**src/sv/mhpd_pkg.sv**
```systemverilog
package mhpd_pkg;

    // Default sizing of the block
    localparam int CHANNELS_DEF    = 16;
    localparam int SAMPLE_BITS_DEF = 12;

    // Fixed field widths
    localparam int CHAN_W  = 4;
    localparam int LEVEL_W = 12;
    localparam int MS_W    = 16;
    localparam int TIME_W  = 32;
    localparam int PEAK_W  = 12;

    // Item opcodes
    typedef enum logic [0:0] {
        CMD_SAMPLE  = 1'b0,
        CMD_PROFILE = 1'b1
    } t_cmd;

    // Per-channel hit profile
    typedef struct packed {
        logic [LEVEL_W-1:0] trigger;
        logic [LEVEL_W-1:0] rearm;
        logic [MS_W-1:0]    window;
        logic [MS_W-1:0]    cooldown;
    } t_profile;

endpackage

```
**src/sv/mhpd_in_if.sv**
```systemverilog
interface mhpd_in_if #(
    parameter int SAMPLE_BITS = mhpd_pkg::SAMPLE_BITS_DEF
);
    import mhpd_pkg::*;

    logic                   valid;
    logic                   ready;
    logic [0:0]             cmd;
    logic [CHAN_W-1:0]      channel;
    logic [SAMPLE_BITS-1:0] sample;
    logic [TIME_W-1:0]      now_ms;
    logic [LEVEL_W-1:0]     trigger_level;
    logic [LEVEL_W-1:0]     rearm_level;
    logic [MS_W-1:0]        window_ms;
    logic [MS_W-1:0]        cooldown_ms;

    modport source (
        output valid, cmd, channel, sample, now_ms,
               trigger_level, rearm_level, window_ms, cooldown_ms,
        input  ready
    );

    modport sink (
        input  valid, cmd, channel, sample, now_ms,
               trigger_level, rearm_level, window_ms, cooldown_ms,
        output ready
    );

endinterface

```
**src/sv/mhpd_out_if.sv**
```systemverilog
interface mhpd_out_if;
    import mhpd_pkg::*;

    logic               valid;
    logic               ready;
    logic [CHAN_W-1:0]  hit_channel;
    logic [PEAK_W-1:0]  hit_peak;

    modport source (
        output valid, hit_channel, hit_peak,
        input  ready
    );

    modport sink (
        input  valid, hit_channel, hit_peak,
        output ready
    );

endinterface

```
**src/sv/multichannel_hit_peak_detector.sv**
```systemverilog
// A hit reaches o_out through the input register and then the result register.
// Throughput: one transaction per cycle unless o_out stalls; the per-channel read-modify-write
// of the state registers completes in one compute stage, so a channel may repeat back to back.
// Reset (i_rst_n low, synchronous): input not ready, pipeline empty, all channels idle and
// armed, hit times zero. Channel profiles are not reset and hold no meaning until written.
module multichannel_hit_peak_detector #(
    parameter int CHANNELS    = mhpd_pkg::CHANNELS_DEF,
    parameter int SAMPLE_BITS = mhpd_pkg::SAMPLE_BITS_DEF
) (
    input  logic               i_clk,
    input  logic               i_rst_n,
    mhpd_in_if.sink            i_in,
    mhpd_out_if.source         o_out
);
    import mhpd_pkg::*;

    localparam int IDX_W = (CHANNELS > 1) ? $clog2(CHANNELS) : 1;
    localparam int CMP_W = (SAMPLE_BITS > LEVEL_W) ? SAMPLE_BITS : LEVEL_W;

    // Input register
    logic                   r_in_valid;
    logic [0:0]             r_cmd;
    logic [CHAN_W-1:0]      r_channel;
    logic [SAMPLE_BITS-1:0] r_sample;
    logic [TIME_W-1:0]      r_now;
    t_profile               r_new_prof;

    // Per-channel state
    t_profile               r_profile  [CHANNELS];
    logic [TIME_W-1:0]      r_last_hit [CHANNELS];
    logic [TIME_W-1:0]      r_start    [CHANNELS];
    logic [SAMPLE_BITS-1:0] r_peak     [CHANNELS];
    logic [CHANNELS-1:0]    r_searching;
    logic [CHANNELS-1:0]    r_rearm;

    // Output register
    logic                   r_out_valid;
    logic [CHAN_W-1:0]      r_hit_channel;
    logic [PEAK_W-1:0]      r_hit_peak;

    logic                   fire;
    logic                   in_accept;
    logic                   in_range;
    logic                   is_sample;
    logic [IDX_W-1:0]       idx;
    t_profile               cur_prof;
    logic [CMP_W-1:0]       smp_ext;
    logic [TIME_W-1:0]      since;
    logic [TIME_W-1:0]      elapsed;
    logic [SAMPLE_BITS-1:0] pk;
    logic [CMP_W-1:0]       pk_ext;
    logic                   hit;
    logic                   n_searching;
    logic                   n_rearm;
    logic [SAMPLE_BITS-1:0] n_peak;
    logic [TIME_W-1:0]      n_start;
    logic [TIME_W-1:0]      n_last_hit;

    // Handshake: compute stage advances when the result slot is free or draining
    assign fire       = r_in_valid && (!r_out_valid || o_out.ready);
    assign i_in.ready = i_rst_n && (!r_in_valid || fire);
    assign in_accept  = i_in.valid && i_in.ready;

    assign o_out.valid       = r_out_valid;
    assign o_out.hit_channel = r_hit_channel;
    assign o_out.hit_peak    = r_hit_peak;

    // Input register
    always_ff @(posedge i_clk) begin
        if (!i_rst_n) begin
            r_in_valid <= 1'b0;
        end else if (in_accept) begin
            r_in_valid <= 1'b1;
        end else if (fire) begin
            r_in_valid <= 1'b0;
        end
    end

    always_ff @(posedge i_clk) begin
        if (in_accept) begin
            r_cmd               <= i_in.cmd;
            r_channel           <= i_in.channel;
            r_sample            <= i_in.sample;
            r_now               <= i_in.now_ms;
            r_new_prof.trigger  <= i_in.trigger_level;
            r_new_prof.rearm    <= i_in.rearm_level;
            r_new_prof.window   <= i_in.window_ms;
            r_new_prof.cooldown <= i_in.cooldown_ms;
        end
    end

    // Channel decode
    assign in_range  = ({1'b0, r_channel} < (CHAN_W + 1)'(CHANNELS));
    assign is_sample = (r_cmd == CMD_SAMPLE);
    assign idx       = r_channel[IDX_W-1:0];
    assign cur_prof  = r_profile[idx];
    assign smp_ext   = CMP_W'(r_sample);
    assign since     = r_now - r_last_hit[idx];
    assign elapsed   = r_now - r_start[idx];
    assign pk        = (r_sample > r_peak[idx]) ? r_sample : r_peak[idx];
    assign pk_ext    = CMP_W'(pk);

    // Per-channel hit state machine step
    always_comb begin
        n_searching = r_searching[idx];
        n_rearm     = r_rearm[idx];
        n_peak      = r_peak[idx];
        n_start     = r_start[idx];
        n_last_hit  = r_last_hit[idx];
        hit         = 1'b0;
        priority if (r_rearm[idx]) begin
            if (smp_ext < CMP_W'(cur_prof.rearm)) begin
                n_rearm = 1'b0;
            end
        end else if (!r_searching[idx]) begin
            if (smp_ext > CMP_W'(cur_prof.trigger) && since > TIME_W'(cur_prof.cooldown)) begin
                n_searching = 1'b1;
                n_start     = r_now;
                n_peak      = r_sample;
            end
        end else begin
            if (elapsed >= TIME_W'(cur_prof.window)) begin
                hit         = 1'b1;
                n_searching = 1'b0;
                n_last_hit  = r_now;
                n_peak      = '0;
                n_rearm     = 1'b1;
            end else begin
                n_peak      = pk;
            end
        end
    end

    // Profile table, undefined until written
    always_ff @(posedge i_clk) begin
        if (fire && in_range && !is_sample) begin
            r_profile[idx] <= r_new_prof;
        end
    end

    // Channel state update
    always_ff @(posedge i_clk) begin
        if (!i_rst_n) begin
            r_searching <= '0;
            r_rearm     <= '0;
            for (int i = 0; i < CHANNELS; i++) begin
                r_last_hit[i] <= '0;
                r_start[i]    <= '0;
                r_peak[i]     <= '0;
            end
        end else if (fire && in_range && is_sample) begin
            r_searching[idx] <= n_searching;
            r_rearm[idx]     <= n_rearm;
            r_peak[idx]      <= n_peak;
            r_start[idx]     <= n_start;
            r_last_hit[idx]  <= n_last_hit;
        end
    end

    // Result register
    always_ff @(posedge i_clk) begin
        if (!i_rst_n) begin
            r_out_valid <= 1'b0;
        end else if (fire) begin
            r_out_valid <= in_range && is_sample && hit;
        end else if (o_out.ready) begin
            r_out_valid <= 1'b0;
        end
    end

    always_ff @(posedge i_clk) begin
        if (fire) begin
            r_hit_channel <= r_channel;
            r_hit_peak    <= pk_ext[PEAK_W-1:0];
        end
    end

endmodule
```
**src/flat_wrapper.sv**
```systemverilog
// flat-port wrapper written by rule: the top's interface ports become plain ports
module multichannel_hit_peak_detector_flat import mhpd_pkg::*;
#(
    parameter int CHANNELS    = mhpd_pkg::CHANNELS_DEF,
    parameter int SAMPLE_BITS = mhpd_pkg::SAMPLE_BITS_DEF
)
  (i_clk, i_rst_n, i_in_valid, i_in_cmd, i_in_channel, i_in_sample, i_in_now_ms, i_in_trigger_level, i_in_rearm_level, i_in_window_ms, i_in_cooldown_ms, i_in_ready, o_out_valid, o_out_hit_channel, o_out_hit_peak, o_out_ready);
  mhpd_in_if #(.SAMPLE_BITS(SAMPLE_BITS)) i_in_i ();
  mhpd_out_if o_out_i ();
  input  logic i_clk;
  input  logic i_rst_n;
  input wire logic [$bits(i_in_i.valid)-1:0] i_in_valid;
  input wire logic [$bits(i_in_i.cmd)-1:0] i_in_cmd;
  input wire logic [$bits(i_in_i.channel)-1:0] i_in_channel;
  input wire logic [$bits(i_in_i.sample)-1:0] i_in_sample;
  input wire logic [$bits(i_in_i.now_ms)-1:0] i_in_now_ms;
  input wire logic [$bits(i_in_i.trigger_level)-1:0] i_in_trigger_level;
  input wire logic [$bits(i_in_i.rearm_level)-1:0] i_in_rearm_level;
  input wire logic [$bits(i_in_i.window_ms)-1:0] i_in_window_ms;
  input wire logic [$bits(i_in_i.cooldown_ms)-1:0] i_in_cooldown_ms;
  output wire logic [$bits(i_in_i.ready)-1:0] i_in_ready;
  output wire logic [$bits(o_out_i.valid)-1:0] o_out_valid;
  output wire logic [$bits(o_out_i.hit_channel)-1:0] o_out_hit_channel;
  output wire logic [$bits(o_out_i.hit_peak)-1:0] o_out_hit_peak;
  input wire logic [$bits(o_out_i.ready)-1:0] o_out_ready;
  assign i_in_i.valid = i_in_valid;
  assign i_in_i.cmd = i_in_cmd;
  assign i_in_i.channel = i_in_channel;
  assign i_in_i.sample = i_in_sample;
  assign i_in_i.now_ms = i_in_now_ms;
  assign i_in_i.trigger_level = i_in_trigger_level;
  assign i_in_i.rearm_level = i_in_rearm_level;
  assign i_in_i.window_ms = i_in_window_ms;
  assign i_in_i.cooldown_ms = i_in_cooldown_ms;
  assign i_in_ready = i_in_i.ready;
  assign o_out_valid = o_out_i.valid;
  assign o_out_hit_channel = o_out_i.hit_channel;
  assign o_out_hit_peak = o_out_i.hit_peak;
  assign o_out_i.ready = o_out_ready;
  multichannel_hit_peak_detector #(.CHANNELS(CHANNELS), .SAMPLE_BITS(SAMPLE_BITS)) u_core (.i_clk(i_clk), .i_rst_n(i_rst_n), .i_in(i_in_i), .o_out(o_out_i));
endmodule
```
**config.mk**
```make
export PLATFORM = sky130hd
export DESIGN_NAME = multichannel_hit_peak_detector_flat
export DESIGN_NICKNAME = d
export VERILOG_FILES = /design/src/sv/mhpd_pkg.sv /design/src/sv/mhpd_in_if.sv /design/src/sv/mhpd_out_if.sv /design/src/sv/multichannel_hit_peak_detector.sv /design/src/flat_wrapper.sv
export SDC_FILE = /design/constraint.sdc
export NUM_CORES = 2
export LEC_CHECK = 0
export CORE_MARGIN = 5
export CORE_UTILIZATION = 60
export CTS_CLUSTER_SIZE = 30
export DETAILED_ROUTE_END_ITERATION = 16
export DONT_BUFFER_PORTS = 1
export PLACE_DENSITY = 0.84
export SYNTH_ARGS = -nofsm -noshare
export SYNTH_HDL_FRONTEND = slang
export SYNTH_SLANG_ARGS = --single-unit
```
**constraint.sdc**
```tcl
create_clock -name i_clk -period 10.5 [get_ports i_clk]
set_input_delay 1.05 -clock i_clk [delete_from_list [all_inputs] [get_ports i_clk]]
set_output_delay 1.05 -clock i_clk [all_outputs]
set_load 0.005 [all_outputs]
```
==> flow_metrics.py <==
metrics = {
    "status": {
        "status": "finished clean",
    },
    "min_path": {
        "holdCritStartpoint": "i_in_window_ms[9]",
        "holdCritPathClass": "primary input to flip-flop",
    },
    "cts": {
        "cts_max_path_buffers": 3,
        "clkSlewWorstSetupHoldPaths_ps": 70,
        "cts-root-buf": "clkbuf_16",
        "clock_latency_ps": 920,
        "clock_sink_count": 2271,
        "cts_post_setup_buffers_inserted": 0,
        "number_of_hold_repair_buffers_added_at_the_cts_stage": 0,
        "htreeDepth": 4,
        "cts-resized-gates": 0,
        "cts-buffers-inserted": 212,
        "clock_tree_from_tritoncts": "yes",
    },
    "sta": {
        "clock-skew-final_ps": 94.06,
        "rsz0062_at_grt": "false",
        "setup_viol": 0,
        "postLayoutSetupSlackWorst_ps": 1688,
        "share_of_the_clock_period_used_by_the_worst_path_after_layout_pct": 83.93,
        "max-slew-margin-rel_pct": 17.29,
        "max_slew.worst_pin.slew_ps": 1206,
        "achievable-frequency_ghz": 0.1135,
        "fin_crit_ps": 8812,
        "hold_viol_final": 0,
        "holdWs_ps": 226.3,
        "post_route_setup_tns_ps": 0,
        "final_max_slew_viol_count": 0,
    },
    "floorplanning": {
        "floorplan.die.height_um": 412.7,
        "fp.dieW_um": 412.7,
        "core_area_um2": 160900,
        "fp.dieArea_um2": 170400,
        "num_io_pins": 127,
        "core_rows": 147,
        "initial_core_utilization_pct": 60.47,
    },
    "placement": {
        "place.detailed.hpwl_mm": 149.9,
        "place.gp.congestion": 0.9738,
        "dp_cells": 7631,
        "place_area_um2": 99620,
        "preCtsSetupSlack_ps": 1822,
        "port_buffers": 0,
    },
    "detailed_routing": {
        "routed-via-count": 58260,
        "vias_per_cell": 7.237,
        "drt_initial_violations": 10490,
        "antenna_violating_nets_post_route": 0,
        "routed_wl_mm": 292.9,
        "route.detailed.drc": 0,
        "drt-pass1-iter-count": 9,
        "wire_per_inst_um": 36.39,
    },
    "synthesis": {
        "syn-num-nets": 6010,
        "synth.yosys.seq_area_share_pct": 69.68,
        "post_synth_num_cell_types": 80,
        "synthCells": 5766,
        "synth-seq-cells": 2271,
        "synthesis.area_um2": 97320,
        "synthesis.yosys.warnings": 0,
        "synth-edff-count": 2233,
        "ys.flop_type": "edfxtp_1",
        "ys_async_sr_fraction_pct": 0,
        "syn-mean-instance-area_um2": 16.88,
    },
    "power_and_ir_drop": {
        "power_frac_seq_pct": 49.0,
        "power.density_cell_area_nw_per_um2": 198.5,
        "comb_power_share_pct": 13.6,
        "power.clock.fraction_pct": 37.3,
        "p_sw_mw": 5.602,
        "cellInternalPower_mw": 15.59,
        "total_power_mw": 21.19,
        "p_leak_nw": 36.21,
        "worst_ir_drop_vdd_mv": 0.2798,
        "switching_share_pct": 26.44,
    },
    "grt": {
        "gr-usage-all-layers_pct": 34.57,
        "vias_in_the_first_global_route": 59590,
        "grt.overflow.total": 0,
        "grt_max_degree": 123,
        "antenna_violations_before_repair": 29,
        "global_route_wire_length_before_repair_mm": 418.7,
    },
    "setup_path": {
        "crit_path_start_kind": "flip-flop",
        "setup.worst_path.class": "flip-flop to flip-flop",
        "arrival_ps": 9340,
        "worstPathRequired_ps": 11030,
        "cp_max_fo": 50,
        "critical_path.endpoint_type": "flip-flop",
        "setup_slack_on_the_worst_flop_to_flop_path_ps": 1690,
    },
    "finish": {
        "nFillCells": 9703,
        "layout-drive-gt1-share_pct": 21.20,
        "final_cell_area_um2": 106700,
        "most_common_library_cell_in_the_layout_ignoring_fill_and_taps": "edfxtp_1",
        "areaGrowthSynthToFinish_pct": 9.687,
        "final_cells": 8050,
        "final_util_pct": 66.33,
        "final_cell_mix": "edfxtp_1 (2,233), nor2_1 (1,302), mux4_2 (650)",
        "fin_nets": 5929,
    },
    "run": {
        "maxCapViolCount": 0,
    },
}
[state kept, by name (all words and copies together), names as in the netlist, named ones only]
name                      cells
u_core.o_out.valid            1
u_core.r_last_hit           512
u_core.r_sample              12
u_core.r_searching           16
u_core.r_new_prof            56
u_core.idx                    4
u_core.r_rearm               16
u_core.r_cmd                  1
u_core.r_now                 32
u_core.r_start              512
u_core.r_profile            896
u_core.o_out.hit_peak        12
u_core.r_in_valid             1
u_core.r_peak               192
u_core.o_out.hit_channel      4
[cell type report]
class	instances	area, µm²	area share [%]
antenna	23	57.56	0.05392
clock buffer	248	5472	5.126
clock inverter	148	1592	1.491
inverter	154	610.6	0.5720
multi-input combinational	2917	27410	25.68
sequential	2271	67830	63.54
tap	2160	2703	2.532
timing repair buffer	129	1069	1.001
[cells in the mapped netlist, types with 26 or more instances]
library cell | n | area share [%]
o21ai_0 | 70 | 0.36
mux4_2 | 650 | 15
buf_1 | 55 | 0.21
ha_1 | 133 | 1.7
nor2_1 | 1318 | 5.1
a21o_1 | 36 | 0.28
edfxtp_1 | 2233 | 69
clkbuf_1 | 309 | 1.2
mux2i_1 | 49 | 0.50
nand2_1 | 105 | 0.40
mux2i_2 | 26 | 0.37
dfxtp_1 | 38 | 0.78
mux2_2 | 38 | 0.44
inv_1 | 154 | 0.59
a21oi_1 | 105 | 0.54
nand4_1 | 35 | 0.22
nand3_1 | 35 | 0.18
xnor2_1 | 27 | 0.24
[final timing paths]
check,cells past startpoint,endpoint
min,0,u_core.r_new_prof[25]
min reg2reg,0,u_core.o_out.hit_channel[0]
max,18,u_core.r_start[13][12]
max reg2reg,18,u_core.r_start[13][12]
[kinds of logic (layout without fill, tap and decap cells)]
logic type                 after synthesis  after routing  synth area share (%)
and+or+nand+nor                       1605           1605                 6.634
AOI/OAI and AO/OA                      369            369                 2.694
xor gates and xnor gates                45             45                0.4050
DFF                                   2271           2271                 69.68
adders and majority gates              135            135                 1.751
buffers and inverters                  578            679                 2.478
other                                    0             23                     0
muxes                                  763            763                 16.35
[critical path: stages, from the launching register on]
cell       delay, ps
dfxtp_4          860
buf_4            510
buf_4            830
mux4_2           620
mux4_2           570
inv_1            110
ha_1             360
nand4_1          250
nor2_1           190
nand2_1           80
a2111oi_0        780
o211ai_1         150
a32o_1           280
a311o_1          390
a2111oi_4        620
or2_4            250
buf_4            430
mux2i_2          840
nor2_1           130
[layer usage]
metal  routed length, µm  vias up  track usage, %
met5                  40        -               0
met4               20690        6           20.76
met2              138300     6002           54.61
li1                    -    22040               -
met3               44240     1398           11.18
met1               89660    28810           42.06
[power groups by stage]
stage / Sequential (mW) / Combinational [mW] / Clock, mW
floorplan: 10.5 / 2.01 / 0
global placement: 10.5 / 2.68 / 0
detailed placement: 10.6 / 2.73 / 0
CTS: 10.4 / 2.81 / 7.91
global route: 10.4 / 3.03 / 8.32
finish: 10.4 / 2.89 / 7.91
No activity file was read; power rests on OpenSTA's default activity.
